<file path="src/rtl/shabs_pkg.sv">
// shared types and constants for the sha-1 byte stream hasher
// no dependencies; used by shabs_ctrl, shabs_dp and the top level
`default_nettype none

package shabs_pkg;

   // controller states, one-hot
   typedef enum logic [4:0] {
      ST_IDLE  = 5'b00001,
      ST_PAD   = 5'b00010,
      ST_ROUND = 5'b00100,
      ST_FOLD  = 5'b01000,
      ST_OUT   = 5'b10000
   } state_type;

   // source of the byte shifted into the block buffer
   typedef enum logic [1:0] {
      SEL_DATA  = 2'd0,
      SEL_PAD80 = 2'd1,
      SEL_ZERO  = 2'd2,
      SEL_LEN   = 2'd3
   } byte_sel_type;

   // commands from controller to datapath
   typedef struct packed {
      logic         load_byte;
      byte_sel_type byte_sel;
      logic [2:0]   len_idx;
      logic         count_inc;
      logic         round_start;
      logic         round_step;
      logic [1:0]   round_grp;
      logic         fold;
      logic         reinit;
      logic [2:0]   out_idx;
   } ctrl_cmd_type;

   localparam logic [3:0][31:0] RoundK = {
      32'hca62c1d6, 32'h8f1bbcdc, 32'h6ed9eba1, 32'h5a827999
   };

   localparam logic [4:0][31:0] InitChain = {
      32'hc3d2e1f0, 32'h10325476, 32'h98badcfe, 32'hefcdab89, 32'h67452301
   };

   localparam logic [7:0] PadByte      = 8'h80;
   localparam logic [5:0] LenStartFill = 6'd56;
   localparam logic [5:0] LastFill     = 6'd63;
   localparam logic [6:0] LastRound    = 7'd79;
   localparam logic [6:0] GrpOneStart  = 7'd20;
   localparam logic [6:0] GrpTwoStart  = 7'd40;
   localparam logic [6:0] GrpThreeStart = 7'd60;
   localparam logic [2:0] LastWordIdx  = 3'd4;

endpackage

`default_nettype wire

</file>
<file path="src/rtl/shabs_ctrl.sv">
// controller for the sha-1 hasher: byte fill, padding sequence, rounds, digest output
// depends on shabs_pkg
`default_nettype none

module shabs_ctrl (
   input  wire logic                   clock,
   input  wire logic                   reset,
   input  wire logic                   req_valid,
   output logic                        req_ready,
   input  wire logic                   req_op,
   output logic                        rsp_valid,
   input  wire logic                   rsp_ready,
   output logic [2:0]                  rsp_word_index,
   output logic                        rsp_last_word,
   output shabs_pkg::ctrl_cmd_type     cmd
);

   shabs_pkg::state_type state_ff, state_in;
   logic [5:0] fill_ff, fill_in;
   logic [6:0] rnd_ff, rnd_in;
   logic       pad_first_ff, pad_first_in;
   logic       pad_active_ff, pad_active_in;
   logic       len_phase_ff, len_phase_in;
   logic [2:0] out_idx_ff, out_idx_in;
   logic       ld;

   always_comb begin
      state_in      = state_ff;
      fill_in       = fill_ff;
      rnd_in        = rnd_ff;
      pad_first_in  = pad_first_ff;
      pad_active_in = pad_active_ff;
      len_phase_in  = len_phase_ff;
      out_idx_in    = out_idx_ff;
      ld            = 1'b0;
      req_ready     = 1'b0;
      rsp_valid     = 1'b0;

      cmd.load_byte   = 1'b0;
      cmd.byte_sel    = shabs_pkg::SEL_DATA;
      cmd.len_idx     = fill_ff[2:0];
      cmd.count_inc   = 1'b0;
      cmd.round_start = 1'b0;
      cmd.round_step  = 1'b0;
      cmd.fold        = 1'b0;
      cmd.reinit      = 1'b0;
      cmd.out_idx     = out_idx_ff;
      if (rnd_ff < shabs_pkg::GrpOneStart) begin
         cmd.round_grp = 2'd0;
      end else if (rnd_ff < shabs_pkg::GrpTwoStart) begin
         cmd.round_grp = 2'd1;
      end else if (rnd_ff < shabs_pkg::GrpThreeStart) begin
         cmd.round_grp = 2'd2;
      end else begin
         cmd.round_grp = 2'd3;
      end

      case (state_ff)
         shabs_pkg::ST_IDLE: begin
            req_ready = 1'b1;
            if (req_valid) begin
               if (req_op) begin
                  state_in      = shabs_pkg::ST_PAD;
                  pad_first_in  = 1'b1;
                  pad_active_in = 1'b1;
               end else begin
                  ld            = 1'b1;
                  cmd.count_inc = 1'b1;
                  cmd.byte_sel  = shabs_pkg::SEL_DATA;
               end
            end
         end
         shabs_pkg::ST_PAD: begin
            ld = 1'b1;
            if (pad_first_ff) begin
               cmd.byte_sel = shabs_pkg::SEL_PAD80;
               pad_first_in = 1'b0;
            end else if (len_phase_ff || fill_ff == shabs_pkg::LenStartFill) begin
               cmd.byte_sel = shabs_pkg::SEL_LEN;
               len_phase_in = 1'b1;
            end else begin
               cmd.byte_sel = shabs_pkg::SEL_ZERO;
            end
         end
         shabs_pkg::ST_ROUND: begin
            cmd.round_step = 1'b1;
            rnd_in = rnd_ff + 7'd1;
            if (rnd_ff == shabs_pkg::LastRound) begin
               state_in = shabs_pkg::ST_FOLD;
            end
         end
         shabs_pkg::ST_FOLD: begin
            cmd.fold = 1'b1;
            if (len_phase_ff) begin
               state_in   = shabs_pkg::ST_OUT;
               out_idx_in = 3'd0;
            end else if (pad_active_ff) begin
               state_in = shabs_pkg::ST_PAD;
            end else begin
               state_in = shabs_pkg::ST_IDLE;
            end
         end
         shabs_pkg::ST_OUT: begin
            rsp_valid = 1'b1;
            if (rsp_ready) begin
               if (out_idx_ff == shabs_pkg::LastWordIdx) begin
                  // digest delivered: back to the initial chaining state
                  cmd.reinit    = 1'b1;
                  state_in      = shabs_pkg::ST_IDLE;
                  pad_active_in = 1'b0;
                  len_phase_in  = 1'b0;
                  fill_in       = 6'd0;
               end else begin
                  out_idx_in = out_idx_ff + 3'd1;
               end
            end
         end
         default: begin
            state_in = shabs_pkg::ST_IDLE;
         end
      endcase

      // every byte shifted in advances the fill; a full block starts the rounds
      if (ld) begin
         cmd.load_byte = 1'b1;
         fill_in = fill_ff + 6'd1;
         if (fill_ff == shabs_pkg::LastFill) begin
            state_in        = shabs_pkg::ST_ROUND;
            cmd.round_start = 1'b1;
            rnd_in          = 7'd0;
         end
      end
   end

   assign rsp_word_index = out_idx_ff;
   assign rsp_last_word  = (out_idx_ff == shabs_pkg::LastWordIdx);

   always_ff @(posedge clock) begin
      if (reset) begin
         state_ff      <= shabs_pkg::ST_IDLE;
         fill_ff       <= 6'd0;
         rnd_ff        <= 7'd0;
         pad_first_ff  <= 1'b0;
         pad_active_ff <= 1'b0;
         len_phase_ff  <= 1'b0;
         out_idx_ff    <= 3'd0;
      end else begin
         state_ff      <= state_in;
         fill_ff       <= fill_in;
         rnd_ff        <= rnd_in;
         pad_first_ff  <= pad_first_in;
         pad_active_ff <= pad_active_in;
         len_phase_ff  <= len_phase_in;
         out_idx_ff    <= out_idx_in;
      end
   end

endmodule

`default_nettype wire

</file>
<file path="src/rtl/shabs_dp.sv">
// datapath for the sha-1 hasher: block shift buffer, message schedule, round unit,
// chaining words and byte counter; depends on shabs_pkg
`default_nettype none

module shabs_dp (
   input  wire logic                    clock,
   input  wire logic                    reset,
   input  wire shabs_pkg::ctrl_cmd_type cmd,
   input  wire logic [7:0]              req_data_byte,
   output logic [31:0]                  rsp_digest_word
);

   // block buffer: first byte of the block sits in the top bits
   logic [511:0]      blk_ff, blk_in;
   logic [4:0][31:0]  h_ff, h_in;
   logic [31:0]       a_ff, b_ff, c_ff, d_ff, e_ff;
   logic [31:0]       a_in, b_in, c_in, d_in, e_in;
   logic [31:0]       count_ff, count_in;
   logic [63:0]       len_bits;
   logic [7:0]        byte_val;
   logic [31:0]       w0, w_mix, w_new, f_val, t_val;

   assign len_bits = {29'd0, count_ff, 3'd0};

   always_comb begin
      case (cmd.byte_sel)
         shabs_pkg::SEL_DATA:  byte_val = req_data_byte;
         shabs_pkg::SEL_PAD80: byte_val = shabs_pkg::PadByte;
         shabs_pkg::SEL_ZERO:  byte_val = 8'd0;
         shabs_pkg::SEL_LEN:   byte_val = len_bits[8 * (7 - cmd.len_idx) +: 8];
         default:              byte_val = 8'd0;
      endcase
   end

   // schedule: w0 is W[i], w_new is W[i+16]
   assign w0    = blk_ff[511:480];
   assign w_mix = blk_ff[447:416] ^ blk_ff[255:224] ^ blk_ff[95:64] ^ w0;
   assign w_new = {w_mix[30:0], w_mix[31]};

   always_comb begin
      case (cmd.round_grp)
         2'd0:    f_val = d_ff ^ (b_ff & (c_ff ^ d_ff));
         2'd2:    f_val = (b_ff & c_ff) | (d_ff & (b_ff | c_ff));
         default: f_val = b_ff ^ c_ff ^ d_ff;
      endcase
   end

   assign t_val = f_val + shabs_pkg::RoundK[cmd.round_grp] + {a_ff[26:0], a_ff[31:27]}
                  + e_ff + w0;

   always_comb begin
      blk_in   = blk_ff;
      h_in     = h_ff;
      count_in = count_ff;
      a_in     = a_ff;
      b_in     = b_ff;
      c_in     = c_ff;
      d_in     = d_ff;
      e_in     = e_ff;
      if (cmd.load_byte) begin
         blk_in = {blk_ff[503:0], byte_val};
      end
      if (cmd.count_inc) begin
         count_in = count_ff + 32'd1;
      end
      if (cmd.round_start) begin
         a_in = h_ff[0];
         b_in = h_ff[1];
         c_in = h_ff[2];
         d_in = h_ff[3];
         e_in = h_ff[4];
      end
      if (cmd.round_step) begin
         blk_in = {blk_ff[479:0], w_new};
         a_in   = t_val;
         b_in   = a_ff;
         c_in   = {b_ff[1:0], b_ff[31:2]};
         d_in   = c_ff;
         e_in   = d_ff;
      end
      if (cmd.fold) begin
         h_in[0] = h_ff[0] + a_ff;
         h_in[1] = h_ff[1] + b_ff;
         h_in[2] = h_ff[2] + c_ff;
         h_in[3] = h_ff[3] + d_ff;
         h_in[4] = h_ff[4] + e_ff;
      end
      if (cmd.reinit) begin
         h_in     = shabs_pkg::InitChain;
         count_in = 32'd0;
      end
   end

   assign rsp_digest_word = h_ff[cmd.out_idx];

   always_ff @(posedge clock) begin
      if (reset) begin
         h_ff     <= shabs_pkg::InitChain;
         count_ff <= 32'd0;
      end else begin
         h_ff     <= h_in;
         count_ff <= count_in;
      end
   end

   always_ff @(posedge clock) begin
      blk_ff <= blk_in;
      a_ff   <= a_in;
      b_ff   <= b_in;
      c_ff   <= c_in;
      d_ff   <= d_in;
      e_ff   <= e_in;
   end

endmodule

`default_nettype wire

</file>
<file path="src/rtl/sha1_byte_stream_hasher.sv">
// top level of the sha-1 byte stream hasher
// depends on shabs_pkg, shabs_ctrl and shabs_dp
`default_nettype none

// sha-1 over a byte stream, one request per message byte plus one finish request
// - req channel: req_op 0 adds req_data_byte to the message, req_op 1 finishes it
// - rsp channel: five transfers per finish, digest words 0..4 most significant first,
//   rsp_last_word marks word 4
// - a data byte is taken while idle; the byte that completes a 64-byte block
//   is followed by 80 rounds, one per cycle, and then the chaining add
// - sustained rate for long messages is set by the single round unit in the
//   datapath: no new byte is taken while a block is compressed
// - finish: padding bytes are shifted in one per cycle outside compressions (9 to
//   72 of them), with one or two compressions, then the digest words are offered
// - req_ready is low while a block is compressed, padding runs or the digest is out
// - a stalled receiver holds the digest word, index and last flag; nothing moves
//   until the word is taken
// - after the fifth word is taken the chaining words and byte count return to
//   their initial values and the next message can start
// - reset (synchronous, active high) gives the idle state with the initial
//   chaining words; no clearing pass is needed
module sha1_byte_stream_hasher (
   input  wire logic        clock,
   input  wire logic        reset,
   input  wire logic        req_valid,
   output logic             req_ready,
   input  wire logic        req_op,
   input  wire logic [7:0]  req_data_byte,
   output logic             rsp_valid,
   input  wire logic        rsp_ready,
   output logic [31:0]      rsp_digest_word,
   output logic [2:0]       rsp_word_index,
   output logic             rsp_last_word
);

   shabs_pkg::ctrl_cmd_type cmd;

   // sequencing: byte fill, padding order, round count, digest word index
   shabs_ctrl u_ctrl (
      .clock          (clock),
      .reset          (reset),
      .req_valid      (req_valid),
      .req_ready      (req_ready),
      .req_op         (req_op),
      .rsp_valid      (rsp_valid),
      .rsp_ready      (rsp_ready),
      .rsp_word_index (rsp_word_index),
      .rsp_last_word  (rsp_last_word),
      .cmd            (cmd)
   );

   // block buffer, schedule, rounds and chaining words
   shabs_dp u_dp (
      .clock           (clock),
      .reset           (reset),
      .cmd             (cmd),
      .req_data_byte   (req_data_byte),
      .rsp_digest_word (rsp_digest_word)
   );

endmodule

`default_nettype wire

</file>
<file path="config.mk">
export PLATFORM = sky130hd
export DESIGN_NAME = sha1_byte_stream_hasher
export DESIGN_NICKNAME = d
export VERILOG_FILES = /design/src/rtl/shabs_pkg.sv /design/src/rtl/shabs_ctrl.sv /design/src/rtl/shabs_dp.sv /design/src/rtl/sha1_byte_stream_hasher.sv
export SDC_FILE = /design/constraint.sdc
export NUM_CORES = 2
export LEC_CHECK = 0
export BUFFER_PORTS_ARGS = -buffer_cell sky130_fd_sc_hd__buf_2
export CAP_MARGIN = 20
export CORE_ASPECT_RATIO = 1.4
export CORE_UTILIZATION = 45
export DETAILED_ROUTE_END_ITERATION = 16
export PLACE_DENSITY = 0.57
export SYNTH_ARGS = -nofsm -noshare
export SYNTH_HDL_FRONTEND = slang
export SYNTH_HIERARCHICAL = 1
export SYNTH_SLANG_ARGS = --single-unit
</file>
<file path="constraint.sdc">
create_clock -name clock -period 12.77 [get_ports clock]
set_input_delay 1.9155 -clock clock [delete_from_list [all_inputs] [get_ports clock]]
set_output_delay 1.9155 -clock clock [all_outputs]
set_load 0.02 [all_outputs]
</file>
==> impl_metrics.csv <==
group,metric,value,unit
run_status,status,"finished clean",
global_route,overflow,0,
final_layout,drive_gt1_share,20.10,%
final_layout,multi_input_area,0.02608,sq mm
drt,vias,34373,
clocking,clock_path_buffers,3,
clocking,cts_tree,"done",
clocking,clock-sinks,888,
sta,relSlewSlack,21.81,%
floorplan,core,0.1151,sq mm
global_route,grt_pass1_vias,35069,
sta,finalSetupViolCount,0,
setup_path,worstReg2RegEnd,"u_dp/a_ff[31]",
hold_path,min-delay-start,"u_ctrl/fill_ff[5]",
floorplan,dieArea,0.1180,sq mm
drt,wirelength,136300,um
final_layout,area_growth,9.337,%
setup_path,cp-end-kind,"flip-flop",
global_route,grt_pass1_wl,209700,um
setup_path,path_class,"flip-flop to flip-flop",
logic_synthesis,synth_nets,4913,
sta,setup-tns-final,0,ns
logic_synthesis,synthCells,4540,
clocking,cts_resized,0,
logic_synthesis,synth-edff-count,672,
clocking,hold_buffers,0,
drt,via_per_inst,5.638,
clocking,postCtsSetupBuffers,0,
final_layout,num-fill-cells,10348,
floorplan,die_y,406.1,um
sta,worst_pin_slew,1.173,ns
hold_path,hold_path_end,"u_ctrl/fill_ff[5]",
floorplan,dieWidth,290.6,um
drt,antenna_left,0,
sta,max_freq,135.3,MHz
global_route,antenna_found_initial,2,
drt,drt_pass1_iterations,5,
logic_synthesis,ys.flop_type,"edfxtp_1",
setup_path,arrival,7.79,ns
power,ir_drop,0.0001048,V
hold_path,hp-class,"flip-flop to flip-flop",
power,p_leak,21.21,nW
clocking,root_buffer,"clkbuf_16",
floorplan,io_pins,51,
setup_path,critPathRequiredTime,13.17,ns
logic_synthesis,synth_common_cells,"edfxtp_1 (672), mux2_2 (619), nor2_1 (308)",
floorplan,rows,147,
setup_path,start_kind,"flip-flop",
logic_synthesis,synth.distinct_cells,114,
place,dpl.cell_count,5921,
logic_synthesis,yosys.area.top_type,"edfxtp_1",
final_layout,ff_latch_area,0.02451,sq mm
sta,rsz0062_at_grt,"false",
clocking,worstSkewPairLatency,0.71,ns
clocking,htree_levels,3,
clocking,cts_made_buffers,95,
logic_synthesis,netlist.area_leader.share,38.45,%
sta,fin_skew,0.02706,ns
hold_path,whs_path_depth,1,
setup_path,timing.rr.start,"u_ctrl/rnd_ff[3]",
clocking,clk_pin_slew,0.06,ns
place,portBuffers,50,
setup_path,ff2ff_setup_slack,5.38,ns
logic_synthesis,ys_seq_area_share,46.68,%
drt,dr.first_iter.drc_count,2026,
setup_path,cp_max_fo,43,
power,p_per_area,117.6,mW/mm^2
logic_synthesis,synth_area_per_cell,11.56,sq um
logic_synthesis,yosys_warnings,6,
global_route,grtUsageTotal,23.02,%
sta,fin_crit,7.389,ns
setup_path,reg2reg_depth,23,
drt,drc,0,
logic_synthesis,yosysMostFrequentCell,"edfxtp_1",
logic_synthesis,syn_area,0.05249,sq mm
final_layout,fin_cells,6097,
sta,finalCritPeriodShare,57.86,%
flow_run,cap_violations,0,
sta,slew_violations,0,
floorplan,initial_utilization,45.59,%
sta,hold_violations,0,
global_route,grt_max_degree,210,
drt,wl_per_cell,22.35,um
final_layout,fin_nets,4901,
logic_synthesis,async_flop_share,0,%
logic_synthesis,synth-seq-cells,888,
place,dp_hpwl,97050,um
logic_synthesis,synth_area_leaders,"edfxtp_1 (38%), mux2_2 (13%), dfxtp_1 (8.2%), ha_1 (6.4%), xnor2_1 (3.4%)",
place,place_congestion,0.9386,
[per-stage QoR]
| step | total power, mW | area, sq um | worst slack (ns) | hold WS (ns) | utilization [%] |
|---|---|---|---|---|---|
| 2_1_floorplan | 3.795 | 52490 | 3.165 | 0.4328 | - |
| 3_3_place_gp | 3.912 | 54170 | 5.646 | 0.4596 | 47.05 |
| 3_5_place_dp | 3.918 | 54170 | 5.516 | 0.4626 | 47.05 |
| 4_1_cts | 6.842 | 57390 | 5.479 | 0.4753 | 49.84 |
| 5_1_grt | 6.997 | 57390 | 5.056 | 0.4908 | 49.84 |
| 6_report | 6.751 | 57390 | 5.381 | 0.4786 | 49.84 |
[cell families after synthesis]
| family | share of synthesized area [%] |
|---|---|
| DFF | 46.68 |
| xor gates and xnor gates | 5.106 |
| adders and majority gates | 9.888 |
| buffers and inverters | 3.688 |
| and+or+nand+nor | 7.275 |
| AOI/OAI and AO/OA | 10.53 |
| muxes | 16.82 |
[flip-flops by register name, summed over array words and instances, names as in the netlist]
signal,cells
u_dp/blk_ff,512
u_dp/h_ff,160
u_dp/a_ff,32
u_dp/b_ff,32
u_dp/c_ff,32
u_dp/count_ff,32
u_dp/d_ff,32
u_dp/e_ff,32
u_ctrl/rnd_ff,7
u_ctrl/fill_ff,6
u_ctrl/state_ff,5
u_ctrl/rsp_word_index,3
u_ctrl/len_phase_ff,1
u_ctrl/pad_active_ff,1
u_ctrl/pad_first_ff,1
[routing by layer]
| layer | share of wire [%] | GRT usage [%] | wire length [um] |
|---|---|---|---|
| met1 | 41 | 27.31 | 55840 |
| met2 | 52 | 42.52 | 71210 |
| met4 | 3.5 | 8.763 | 4753 |
| met3 | 3.3 | 2.479 | 4469 |
| met5 | 0 | 0 | 0 |
[where the power goes]
group / leakage [nW] / switching (mW) / internal, mW / total, mW
clock: 1.57 / 1.22 / 1.68 / 2.90
combinational: 11.7 / 0.286 / 0.222 / 0.508
sequential: 7.98 / 0.0825 / 3.26 / 3.34
[critical path: stages, from the launching register on]
cell	delay, ns
dfxtp_1	0.43
nor2_1	0.10
o21bai_1	0.56
inv_1	0.34
ha_1	0.39
inv_2	0.34
buf_4	0.49
nand2_1	0.20
fa_1	0.48
fa_1	0.49
inv_1	0.05
fa_1	0.48
inv_1	0.05
ha_1	0.33
a211oi_2	0.27
o21ai_1	0.15
a211oi_1	0.72
o21ai_2	0.14
a31oi_4	0.29
o21a_4	0.21
o211ai_1	0.10
a31oi_1	0.22
xnor2_1	0.15
a21oi_1	0.08
[how the worst max path moves through the flow]
stage / from / end / slack [ns] / cells after the start
2_1_floorplan: req_op / u_dp/blk_ff[0] / 3.16 / 5
3_3_place_gp: u_ctrl/rnd_ff[3] / u_dp/a_ff[29] / 5.65 / 23
3_5_place_dp: u_ctrl/rnd_ff[3] / u_dp/a_ff[31] / 5.52 / 23
4_1_cts: u_ctrl/rnd_ff[3] / u_dp/a_ff[31] / 5.48 / 23
5_1_grt: u_ctrl/rnd_ff[3] / u_dp/a_ff[31] / 5.06 / 23
6_report: u_ctrl/rnd_ff[3] / u_dp/a_ff[31] / 5.38 / 23
[cell usage in the layout, fill, tap and decap left out, types with 13 or more instances in the layout]
cell	count
edfxtp_1	672
mux2_2	619
nor2_1	307
inv_1	299
a21oi_1	271
ha_1	269
nand2_1	219
dfxtp_1	213
xnor2_1	206
o21ai_0	205
mux2i_1	172
xor2_1	100
clkbuf_16	96
a21o_1	90
fa_1	90
nand3_1	51
buf_2	50
nor3_1	44
and3_1	37
o22ai_1	37
buf_4	32
a211oi_1	32
o21bai_1	31
nor2b_1	28
nand2b_1	23
a31oi_1	22
clkbuf_1	21
nand4_1	21
clkinv_2	20
o211ai_1	19
o21a_1	18
o31ai_1	17
or3_1	14
bufinv_16	13
clkinv_1	13
[final cells by class]
type	instances	area share, %
clock inverters	53	1.156
repair buffers	86	0.9942
diodes	1	0.004360
clock buffers	122	4.443
multi-input cells	3154	45.45
flip-flops and latches	888	42.71
inverters	303	1.997
well taps	1490	3.249
(Power assumes the default switching activity.)
